## config.mk

```make
export PLATFORM = sky130hd
export DESIGN_NAME = rpn_ram
export DESIGN_NICKNAME = d
export VERILOG_FILES = /design/src/rtl/rpn_stack_evaluator_macros.svh /design/src/rtl/rpn_ram.sv
export SDC_FILE = /design/constraint.sdc
export NUM_CORES = 2
export LEC_CHECK = 0
export BUFFER_PORTS_ARGS = -buffer_cell sky130_fd_sc_hd__buf_2
export CORE_ASPECT_RATIO = 1.5
export CORE_MARGIN = 4
export CORE_UTILIZATION = 45
export DETAILED_ROUTE_END_ITERATION = 12
export SLEW_MARGIN = 20
export SYNTH_ARGS = -nofsm -noshare
export SYNTH_HDL_FRONTEND = slang
export SYNTH_SLANG_ARGS = --single-unit
```

## constraint.sdc

```tcl
create_clock -name clk -period 9.98 [get_ports clk]
set_input_delay 1.497 -clock clk [delete_from_list [all_inputs] [get_ports clk]]
set_output_delay 1.497 -clock clk [all_outputs]
set_load 0.01 [all_outputs]
```

## src/rtl/rpn_stack_evaluator_macros.svh

```systemverilog
// Assertion macros used by the RPN evaluator RTL.
`ifndef RPN_STACK_EVALUATOR_MACROS_SVH
`define RPN_STACK_EVALUATOR_MACROS_SVH
`ifndef SYNTHESIS
// Property that must hold at every clock edge out of reset.
`define RPN_ASSERT_ALW(label, clk, rst_n, prop) \
    label: assert property (@(posedge clk) disable iff (!rst_n) (prop)) \
        else $error("rpn: assertion failed");
// Implication checked at every clock edge out of reset.
`define RPN_ASSERT_IMP(label, clk, rst_n, ante, cons) \
    label: assert property (@(posedge clk) disable iff (!rst_n) (ante) |-> (cons)) \
        else $error("rpn: assertion failed");
`else
`define RPN_ASSERT_ALW(label, clk, rst_n, prop)
`define RPN_ASSERT_IMP(label, clk, rst_n, ante, cons)
`endif
`endif

```

## src/rtl/rpn_ram.sv

```systemverilog
// Generic single-write, single-read RAM with registered read data.
`default_nettype none
module rpn_ram #(
    parameter int WIDTH = 32,
    parameter int DEPTH = 128,
    localparam int AW = (DEPTH > 1) ? $clog2(DEPTH) : 1
) (
    input  wire logic             clk,
    input  wire logic             we,
    input  wire logic [AW-1:0]    waddr,
    input  wire logic [WIDTH-1:0] wdata,
    input  wire logic [AW-1:0]    raddr,
    output logic      [WIDTH-1:0] rdata
);

    logic [WIDTH-1:0] mem_reg [DEPTH];
    logic [WIDTH-1:0] rdata_reg;

    always_ff @(posedge clk)
    begin
        if (we)
        begin
            mem_reg[waddr] <= wdata;
        end
        rdata_reg <= mem_reg[raddr];
    end

    assign rdata = rdata_reg;

endmodule
`default_nettype wire

```

==> results.cfg <==
[timing]
slew_headroom_pct = 7.73
setup_viol = 0
fin_crit_ns = 4.74
fin_crit_sh_pct = 47.5
rsz0062_at_grt = no
tightestPinTransition_ns = 1.38
slew_violations = 0
finalSetupTns_ns = 0
skew_ns = 0.0494
hold_viol = 0
max_freq_mhz = 211

[cells_and_area]
syn_to_final_growth_pct = 13.0
stdcell_area_um2 = 177000
nNetsFinal = 6395
largest_reg_flops = 4096
multiInputGateArea_um2 = 32300
drive_gt1_share_pct = 35.2
ff_latch_area_um2 = 124000
nFillCells = 26116

[grt]
overflow = 0
grt_use_total_pct = 24.6
grt_max_degree = 139
grt_use_met3_pct = 3.53
top_usage_layer = met2
grt_pass1_vias = 72279
antenna_found_initial = 74
gr-usage-met1_pct = 30.4
use_met2_pct = 42.6
grt_pass1_wl_um = 601000

[power_and_ir_drop]
cellLeakagePower_nw = 53.4
power_density_nw_per_um2 = 202
vdd_ir_drop_max_v = 0.000142

[route]
dr.pass1.iters = 6
num_vias = 70500
drt_iter0_drc = 8871
wirelength_um = 437000
wl_per_cell_um = 38.6
drc_errors = 0
vias_per_cell = 6.23
antenna_left = 0

[die]
start_util_pct = 45.3
num_io_pins = 80
die_w_um = 489
dieArea_um2 = 357000
row_count = 264
core_um2 = 345000
die-height_um = 730

[synth]
synth_commonest_cells = edfxtp_1 (4096), mux4_2 (1344), clkbuf_1 (182)
synth_cells = 5990
ys_top_cells_by_area = edfxtp_1 (79%), mux4_2 (19%), clkbuf_1 (0.44%), dfxtp_1 (0.41%), nor2_1 (0.29%)
async_reset_ff_share_pct = 0
syn-cell-area_um2 = 156000
ys_seq_area_share_pct = 79.1
synth_top_area_cell = edfxtp_1
yosysMostFrequentCell = edfxtp_1
yosysWarnings = 0
yosysTopAreaCellShare_pct = 78.7
ys.flop_type = edfxtp_1
ys_seq_elements = 4128
syn_nets = 6038
synth.distinct_cells = 17
syn_area_per_cell_um2 = 26.1
synth_edf_count = 4096

[clock_tree]
path_clk_slew_ns = 0.07
clockBufferDepth = 4
cts_setup_buffers = 0
cts_sinks = 4128
cts_hold_repair.buffers = 0
tritoncts = done
ctsResizeCount = 0
cts_root_buf = clkbuf_16
cts_max_level = 5
clock_latency_ns = 0.93
cts_buffers = 368

[worst_setup_path]
cp_max_fo = 79
critPathBufInv = 4
required_ns = 10.80
arrival_ns = 5.56
worstSetupEndpointType = flop
start_kind = input pin
slowest_delay_ns = 0.68
cp_common_cell = mux4_2
path_class = in -> reg
slowest_stage = buf_4
crit_path_cell_trace = buf_12, buf_12, buf_4, buf_4, mux4_2, mux4_2, mux4_2, mux2_2
path_delay_family = multiplexers
r2r_slack_ns = 7.32

[flow_run]
cap_violations = 0

[placed_design]
dpl.hpwl_um = 236000
placed_area_um2 = 164000
place_congestion = 0.824
numPortBuffers = 79

[outcome]
status = completed

[min_path]
hold_path.class = in -> reg
layout make-up:
class,instances,share of cell area (%)
clock inverter,211,1.25
clock buffer,458,5.61
tap,4522,3.21
multi-input combinational,1546,18.3
timing repair buffer,303,1.38
sequential,4128,70.0
antenna,153,0.217
stage by stage:
stage | hold slack, ns | util, % | setup slack, ns | instances | power, W
2_1_floorplan | 1.07 | - | 5.24 | 5990 | 0.0205
3_3_place_gp | 1.11 | 47.5 | 4.18 | 10499 | 0.0215
3_5_place_dp | 1.11 | 47.5 | 4.15 | 10499 | 0.0215
4_1_cts | 0.953 | 51.0 | 5.15 | 11168 | 0.0359
5_1_grt | 0.986 | 51.1 | 5.05 | 11306 | 0.0366
6_report | 1.00 | 51.1 | 5.24 | 11321 | 0.0356
where the power goes:
| part | leakage (nW) | switching [W] | internal [W] |
|---|---|---|---|
| logic | 10.4 | 0.00118 | 0.000688 |
| registers | 37.1 | 0.0000845 | 0.0191 |
| clock network | 5.91 | 0.00628 | 0.00821 |
cells by family (layout without fill, tap and decap cells):
| group | after synthesis | after routing | synth area share (%) |
|---|---|---|---|
| other cells | 0 | 153 | 0 |
| buf+inv | 316 | 972 | 0.839 |
| flops | 4128 | 4128 | 79.1 |
| simple gates | 170 | 170 | 0.446 |
| mux | 1376 | 1376 | 19.6 |
cell usage in the layout (no fill, tap or decap), types with 2 or more instances in the layout:
master / netlist / layout
edfxtp_1: 4096 / 4096
mux4_2: 1344 / 1344
clkbuf_16: 0 / 379
buf_4: 3 / 237
diode_2: 0 / 153
nor2_4: 0 / 119
clkinv_1: 0 / 75
clkbuf_1: 182 / 66
clkinv_2: 0 / 63
bufinv_16: 0 / 45
buf_2: 79 / 41
mux2_2: 32 / 32
dfxtp_1: 32 / 32
buf_12: 0 / 19
clkinvlp_4: 0 / 15
nand2_1: 14 / 14
clkbuf_8: 0 / 13
nor3_2: 0 / 9
nand3_1: 12 / 8
nor2b_1: 7 / 7
inv_6: 0 / 7
nand3_2: 0 / 4
clkinv_8: 0 / 4
nor2_1: 122 / 3
nand4_1: 3 / 3
buf_8: 0 / 3
buf_6: 2 / 3
nand2b_1: 2 / 2
path summary, 6_finish.rpt:
check,cells after the start,from,to
worst max-delay path,8,raddr[0],rdata[10]$_DFF_P_
worst min-delay path,1,wdata[15],mem_reg[85][15]$_DFFE_PP_
worst min register to register,4,mem_reg[62][24]$_DFFE_PP_,rdata[24]$_DFF_P_
worst max register to register,4,mem_reg[93][10]$_DFFE_PP_,rdata[10]$_DFF_P_
metal layers:
| layer | vias to the layer above | part of all wire [%] |
|---|---|---|
| li1 | 27225 | - |
| met1 | 39406 | 35 |
| met2 | 3183 | 52 |
| met3 | 660 | 7.0 |
| met4 | 26 | 5.6 |
| met5 | - | 0.039 |
(Power assumes the default switching activity.)
